**src/design/bmtc_pkg.sv**
```systemverilog
`timescale 1ns / 1ps
`default_nettype none
// ---------------------------------------------------------------------------
// bmtc_pkg
// Shared constants, codes and types of the bitmap text console renderer.
// ---------------------------------------------------------------------------
package bmtc_pkg;

    // font geometry
    localparam int GLYPH_ROWS  = 16;
    localparam int GLYPH_COUNT = 256;
    localparam int GLYPH_WIDTH = 8;

    localparam int FONT_DEPTH = GLYPH_COUNT * GLYPH_ROWS;
    localparam int FONT_AW    = $clog2(FONT_DEPTH);
    localparam int ROW_W      = $clog2(GLYPH_ROWS);
    localparam int RCNT_W     = $clog2(GLYPH_ROWS + 1);

    // field widths
    localparam int CMD_W    = 2;
    localparam int CODE_W   = 8;
    localparam int GROW_W   = 4;
    localparam int BITS_W   = 8;
    localparam int KIND_W   = 2;
    localparam int OFF_W    = 25;
    localparam int COLOR_W  = 32;
    localparam int SCR_W    = 13;
    localparam int PITCH_W  = 14;
    localparam int MARGIN_W = 7;
    localparam int CUR_W    = 13;
    localparam int CMP_W    = CUR_W + 2;
    localparam int PROD_W   = CUR_W + PITCH_W;

    // configuration port
    localparam int PADDR_W = 5;
    localparam int PDATA_W = 32;
    localparam int REG_W   = 3;

    localparam logic [REG_W-1:0] REG_FG_COLOR      = 3'd0;
    localparam logic [REG_W-1:0] REG_BG_COLOR      = 3'd1;
    localparam logic [REG_W-1:0] REG_SCREEN_WIDTH  = 3'd2;
    localparam logic [REG_W-1:0] REG_SCREEN_HEIGHT = 3'd3;
    localparam logic [REG_W-1:0] REG_LINE_PITCH    = 3'd4;
    localparam logic [REG_W-1:0] REG_MARGIN        = 3'd5;

    // register reset values
    localparam logic [COLOR_W-1:0]  FG_RST     = 32'hffff_ffff;
    localparam logic [COLOR_W-1:0]  BG_RST     = 32'h0000_0000;
    localparam logic [SCR_W-1:0]    WIDTH_RST  = 13'd640;
    localparam logic [SCR_W-1:0]    HEIGHT_RST = 13'd480;
    localparam logic [PITCH_W-1:0]  PITCH_RST  = 14'd640;
    localparam logic [MARGIN_W-1:0] MARGIN_RST = 7'd8;

    // command codes
    localparam logic [CMD_W-1:0] CMD_PUT   = 2'd0;
    localparam logic [CMD_W-1:0] CMD_BKSP  = 2'd1;
    localparam logic [CMD_W-1:0] CMD_CLEAR = 2'd2;
    localparam logic [CMD_W-1:0] CMD_LOAD  = 2'd3;

    // result kinds
    localparam logic [KIND_W-1:0] KIND_GLYPH = 2'd0;
    localparam logic [KIND_W-1:0] KIND_FILL  = 2'd1;
    localparam logic [KIND_W-1:0] KIND_CLEAR = 2'd2;

    localparam logic [CODE_W-1:0]      NEWLINE_CODE = 8'd10;
    localparam logic [GLYPH_WIDTH-1:0] MASK_ALL     = 8'hff;

    typedef struct packed {
        logic [COLOR_W-1:0]  fg_color;
        logic [COLOR_W-1:0]  bg_color;
        logic [SCR_W-1:0]    screen_width;
        logic [SCR_W-1:0]    screen_height;
        logic [PITCH_W-1:0]  line_pitch;
        logic [MARGIN_W-1:0] margin;
    } cfg_t;

    typedef struct packed {
        logic                we;
        logic                re;
        logic [FONT_AW-1:0]  addr;
        logic [BITS_W-1:0]   wdata;
    } font_req_t;

endpackage
`default_nettype wire

```
**src/design/bmtc_cfg_regs.sv**
```systemverilog
`timescale 1ns / 1ps
`default_nettype none
// ---------------------------------------------------------------------------
// bmtc_cfg_regs
// APB-style register file for colours, screen geometry, pitch and margin.
// ---------------------------------------------------------------------------
module bmtc_cfg_regs
    import bmtc_pkg::*;
(
    input  wire logic               clk,
    input  wire logic               rst_n,
    input  wire logic               psel,
    input  wire logic               penable,
    input  wire logic               pwrite,
    input  wire logic [PADDR_W-1:0] paddr,
    input  wire logic [PDATA_W-1:0] pwdata,
    output logic [PDATA_W-1:0]      prdata,
    output logic                    pready,
    output cfg_t                    cfg
);

    cfg_t             cfg_reg;
    logic             wr_en;
    logic [REG_W-1:0] reg_idx;

    assign wr_en   = psel && penable && pwrite;
    assign reg_idx = paddr[PADDR_W-1:2];
    assign pready  = 1'b1;
    assign cfg     = cfg_reg;

    // register writes
    always_ff @(posedge clk or negedge rst_n)
    begin
        if (!rst_n)
        begin
            cfg_reg.fg_color      <= FG_RST;
            cfg_reg.bg_color      <= BG_RST;
            cfg_reg.screen_width  <= WIDTH_RST;
            cfg_reg.screen_height <= HEIGHT_RST;
            cfg_reg.line_pitch    <= PITCH_RST;
            cfg_reg.margin        <= MARGIN_RST;
        end
        else if (wr_en)
        begin
            case (reg_idx)
                REG_FG_COLOR:      cfg_reg.fg_color      <= pwdata;
                REG_BG_COLOR:      cfg_reg.bg_color      <= pwdata;
                REG_SCREEN_WIDTH:  cfg_reg.screen_width  <= pwdata[SCR_W-1:0];
                REG_SCREEN_HEIGHT: cfg_reg.screen_height <= pwdata[SCR_W-1:0];
                REG_LINE_PITCH:    cfg_reg.line_pitch    <= pwdata[PITCH_W-1:0];
                REG_MARGIN:        cfg_reg.margin        <= pwdata[MARGIN_W-1:0];
                default:           ;
            endcase
        end
    end

    // read mux
    always_comb
    begin
        case (reg_idx)
            REG_FG_COLOR:      prdata = cfg_reg.fg_color;
            REG_BG_COLOR:      prdata = cfg_reg.bg_color;
            REG_SCREEN_WIDTH:  prdata = PDATA_W'(cfg_reg.screen_width);
            REG_SCREEN_HEIGHT: prdata = PDATA_W'(cfg_reg.screen_height);
            REG_LINE_PITCH:    prdata = PDATA_W'(cfg_reg.line_pitch);
            REG_MARGIN:        prdata = PDATA_W'(cfg_reg.margin);
            default:           prdata = '0;
        endcase
    end

endmodule
`default_nettype wire

```
**config.mk**
```make
export PLATFORM = sky130hd
export DESIGN_NAME = bmtc_cfg_regs
export DESIGN_NICKNAME = d
export VERILOG_FILES = /design/src/design/bmtc_pkg.sv /design/src/design/bmtc_cfg_regs.sv
export SDC_FILE = /design/constraint.sdc
export NUM_CORES = 1
export LEC_CHECK = 0
export BUFFER_PORTS_ARGS = -buffer_cell sky130_fd_sc_hd__buf_2
export CAP_MARGIN = 15
export CORE_UTILIZATION = 54
export DETAILED_ROUTE_END_ITERATION = 7
export PLACE_DENSITY = 0.84
export SLEW_MARGIN = 10
export SYNTH_ARGS = -nofsm -noshare
export SYNTH_HDL_FRONTEND = slang
export SYNTH_SLANG_ARGS = --single-unit
export TNS_END_PERCENT = 30
```
**constraint.sdc**
```tcl
create_clock -name clk -period 4.1 [get_ports clk]
set_clock_uncertainty 0.15 [all_clocks]
set_input_delay 0.615 -clock clk [delete_from_list [all_inputs] [get_ports clk]]
set_output_delay 0.615 -clock clk [all_outputs]
set_load 0.03 [all_outputs]
```
-- Word-level counts from Yosys, hierarchy flattened
Index checks and enable logic that the tools add are counted.
W data, S select, Z words.
- register bits after elaboration: 111
- input bits: 42
- output and inout port bits: 144
- word-level logic and storage cells: 21
- equality and inequality tests: 5
- muxes and demuxes: 1
- reductions and logical operators: 9
- operators by type and width (kind ; count):
    $pmux W32 S6 ; 1
    $reduce_and A2 Y1 ; 6
    $eq A3 B2 Y1 const B ; 2
    $eq A3 B3 Y1 const B ; 2
    $eq A3 B1 Y1 const B ; 1
    $logic_not A3 Y1 ; 1
    $logic_and A1 B1 Y1 ; 2

-- Logic depth before layout (Yosys ltp)
- word-level depth: 3
- mapped depth: 6

-- Least setup slack after synthesis
No wires, ideal clock.
- path kind: input to output
- from: input paddr[4]
- to: output prdata[1]
- data arrival time: 1.793 ns
- data required time: 3.335 ns
- setup slack: 1.542 ns
- cell stages on the path: 5
- path through: buf_2 > buf_1 > nand3_1 > o21a_1 > o221ai_1
- cells in the longest elaborated chain, start to end: 2
- elaborated cells between the ends (all ways): 7
- those cells by class: eq/ne (5); mux (1); reduce/logical (1)
- ends and longest elaborated chain (element ; RTL line ; text):
    from (decl) ; bmtc_cfg_regs.sv:15 ; input wire logic [PADDR_W-1:0] paddr,
    $eq A3 B3 Y1, or another cell as far along ; bmtc_cfg_regs.sv:60 ; case (reg_idx)
    $pmux W32 S6 * ; bmtc_cfg_regs.sv:60 ;
    to (decl) ; bmtc_cfg_regs.sv:17 ; output logic [PDATA_W-1:0] prdata,
Mark *: on every way between the ends. The rest lies on a longest branch, timed or not.

-- Worst setup path after layout
- from: input paddr[4]
- to: output prdata[4]
Same word-level chain as after synthesis.

==> flow_summary_export.csv <==
group,metric,value,unit
status,status,"finished, final reports clean",
routing,wl_per_cell,18.3,um
power,peakVddDrop,0.291,mV
yosys,yosys.area_share.simple,5.29,%
run,maxCapViolations,0,
floorplan,die_h,100,um
timing,finalSetupTns,0,ns
critical_path,path_cells,"buf_2, buf_4, nor3b_1, nand2_1, o221ai_1, buf_2",
critical_path,worstSetupPathType,"input port to primary output",
yosys,ys.flop_type,"dfrtp_1",
critical_path,cp-start-kind,"input port",
grt,grt_max_degree,81,
yosys,yosysWarningCount,0,
timing,fin_crit,3.28,ns
cts,postCtsResizedCells,0,
timing,grt_setup_unrepaired,"no",
routing,drt_wl_total,12200,um
cts,clock_path_buffers,2,
place,numPortBuffers,182,
grt,grtUsageTotal,24.8,%
layout,fillers,726,
yosys,synth_top_family_by_area,"multiplexers",
yosys,ys_ff_latch,111,
timing,fin_crit_sh,79.9,%
yosys,syn_nets,401,
layout,largest_register_ffs,111,
cts,clock_latency,0.36,ns
grt,grt_pass1_wl,18900,um
floorplan,die_w,100,um
yosys,synth_area,5220,um2
cts,clkSinkCount,111,
power,p_per_area,524,nW/um2
layout,drive_gt1_share,53.3,%
floorplan,rows,35,
routing,dr.pass1.iters,4,
place,pre_cts_ws,0.880,ns
place,dp_hpwl,8470,um
grt,antenna_found_initial,0,
cts,cts_setup_buffers,0,
yosys,synth_compound_area_share,7.16,%
yosys,async_flop_share,100,%
floorplan,core_area,9280,um2
critical_path,crit_top_cell,"buf_2",
layout,final_nets,574,
yosys,synth_top_area_share,33.5,%
grt,grt_overflow,0,
layout,antenna_cells,0,
layout,final_common_cell,"buf_2",
timing,worst_pin_slew,1.01,ns
timing,setup_slack,0.824,ns
timing,max_freq,305,MHz
floorplan,dieArea,10100,um2
cts,numCtsBuffers,9,
critical_path,cp-end-kind,"primary output",
yosys,syn-instance-count,359,
power,cellLeakagePower,3.22,nW
cts,cts_hold_buf,0,
routing,num_vias,3685,
floorplan,initial_utilization,56.3,%
place,gp_congestion,0.764,
layout,syn_to_final_growth,20.9,%
hold_path,hold_path_class,"input port to async pin",
yosys,synth.area.mux_share,29.2,%
timing,max-slew-margin-rel,32.5,%
yosys,synthAdderAreaFrac,0,%
yosys,synth_edf_count,0,
critical_path,crit_arrival,2.51,ns
cts,htree_levels,3,
routing,ant_nets,0,
timing,drv_slew,0,
routing,drt_iter0_markers,94,
cts,cts.reportedPaths.clkPinSlew,0.10,ns
layout,multi_input_area,2180,um2
yosys,ys_seq_area_share,54.2,%
grt,grt_pass1_vias,3539,
critical_path,critPathRequiredTime,3.34,ns
layout,final_cell_mix,"buf_2 (181), mux2_1 (78), dfrtp_1 (70)",
cts,clock_tree.root_cell,"clkbuf_8",
yosys,synth_area_leaders,"dfrtp_1 (34%), dfstp_2 (21%), mux2_1 (17%), mux2_2 (7.1%), mux2i_1 (4.4%)",
critical_path,max_stage_delay,0.85,ns
layout,seq_area,2830,um2
yosys,synth_xor_area_share,0,%
yosys,synth_cell_types,37,
critical_path,crit_slowest_cell,"nor3b_1",
routing,route.detailed.drc,0,
cts,cts_tree,"yes",
yosys,syn_area_per_cell,14.5,um2
timing,setup_viol,0,
routing,vias_per_cell,5.53,
floorplan,ioPinCount,186,
yosys,yosys.area.top_type,"dfrtp_1",
critical_path,path_max_fanout,20,
timing,finalHoldViolations,0,
-- worst max-delay path, delay by kind of cell --
kind | cells | cell delay, ns
simple gates | 2 | 1.01
buf+inv | 3 | 0.77
compound gates | 1 | 0.11
-- report_power, final --
| group | internal [W] | switching [W] |
|---|---|---|
| clock | 0.000283 | 0.000355 |
| sequential | 0.00137 | 0.000156 |
| combinational | 0.000371 | 0.000774 |
| total | 0.00202 | 0.00128 |
-- cell families after synthesis --
logic type / Yosys count
AO/OA/AOI/OAI: 48
buffers and inverters: 28
flip-flops: 111
multiplexers: 136
other: 1
AND/OR/NAND/NOR: 35
-- final timing paths --
check,start,endpoint,slack [ns],cells after the start
max,paddr[4],prdata[4],0.82,6
min,rst_n,cfg[71],0.22,1
max reg2reg,cfg[71],cfg[71],3.12,1
min reg2reg,cfg[60],cfg[60],0.37,1
max in group asynchronous,rst_n,cfg[81],2.51,2
min in group clk,pwdata[15],cfg[62],0.32,2
-- Yosys cell counts, drive strengths merged (2+ instances only) --
| master | number |
|---|---|
| mux2i | 23 |
| clkbuf | 2 |
| inv | 4 |
| buf | 22 |
| nand2b | 3 |
| nand2 | 7 |
| dfrtp | 70 |
| dfstp | 41 |
| nand3 | 4 |
| o2bb2ai | 2 |
| mux4 | 2 |
| o22ai | 2 |
| o32ai | 2 |
| a22o | 18 |
| nand3b | 3 |
| o21a | 9 |
| nor2 | 12 |
| mux2 | 111 |
| a21oi | 2 |
| or2 | 2 |
| o21ai | 6 |
| o221ai | 4 |
| a211o | 2 |
-- stage by stage --
stage | instance area (um2) | power, W | hold WS, ns | instances | utilization [%]
floorplan | 5220 | 0.00232 | 0.169 | 359 | -
global placement | 6130 | 0.00266 | 0.336 | 650 | 66.0
detailed placement | 6130 | 0.00270 | 0.346 | 650 | 66.0
CTS | 6310 | 0.00333 | 0.279 | 666 | 68.0
global route | 6310 | 0.00346 | 0.303 | 666 | 68.0
finish | 6310 | 0.00331 | 0.225 | 666 | 68.0
-- final cells by class --
type	count	area share [%]
Timing Repair Buffer	186	14.9
Clock buffer	12	2.14
Tap cell	129	2.56
Inverter	4	0.238
Sequential cell	111	44.8
Clock inverter	4	0.773
Multi-Input combinational cell	220	34.5
-- metal layers --
layer | share of wire (%) | vias to the layer above | wire [um] | global-route usage (%)
met3 | 5.1 | 22 | 616 | 5.22
met4 | 1.9 | 0 | 235 | 8.03
met5 | 0 | - | 0 | 0
li1 | - | 1664 | - | -
met2 | 50 | 121 | 6070 | 38.9
met1 | 43 | 1878 | 5250 | 34.7
Power figures use the tool's default switching activity.
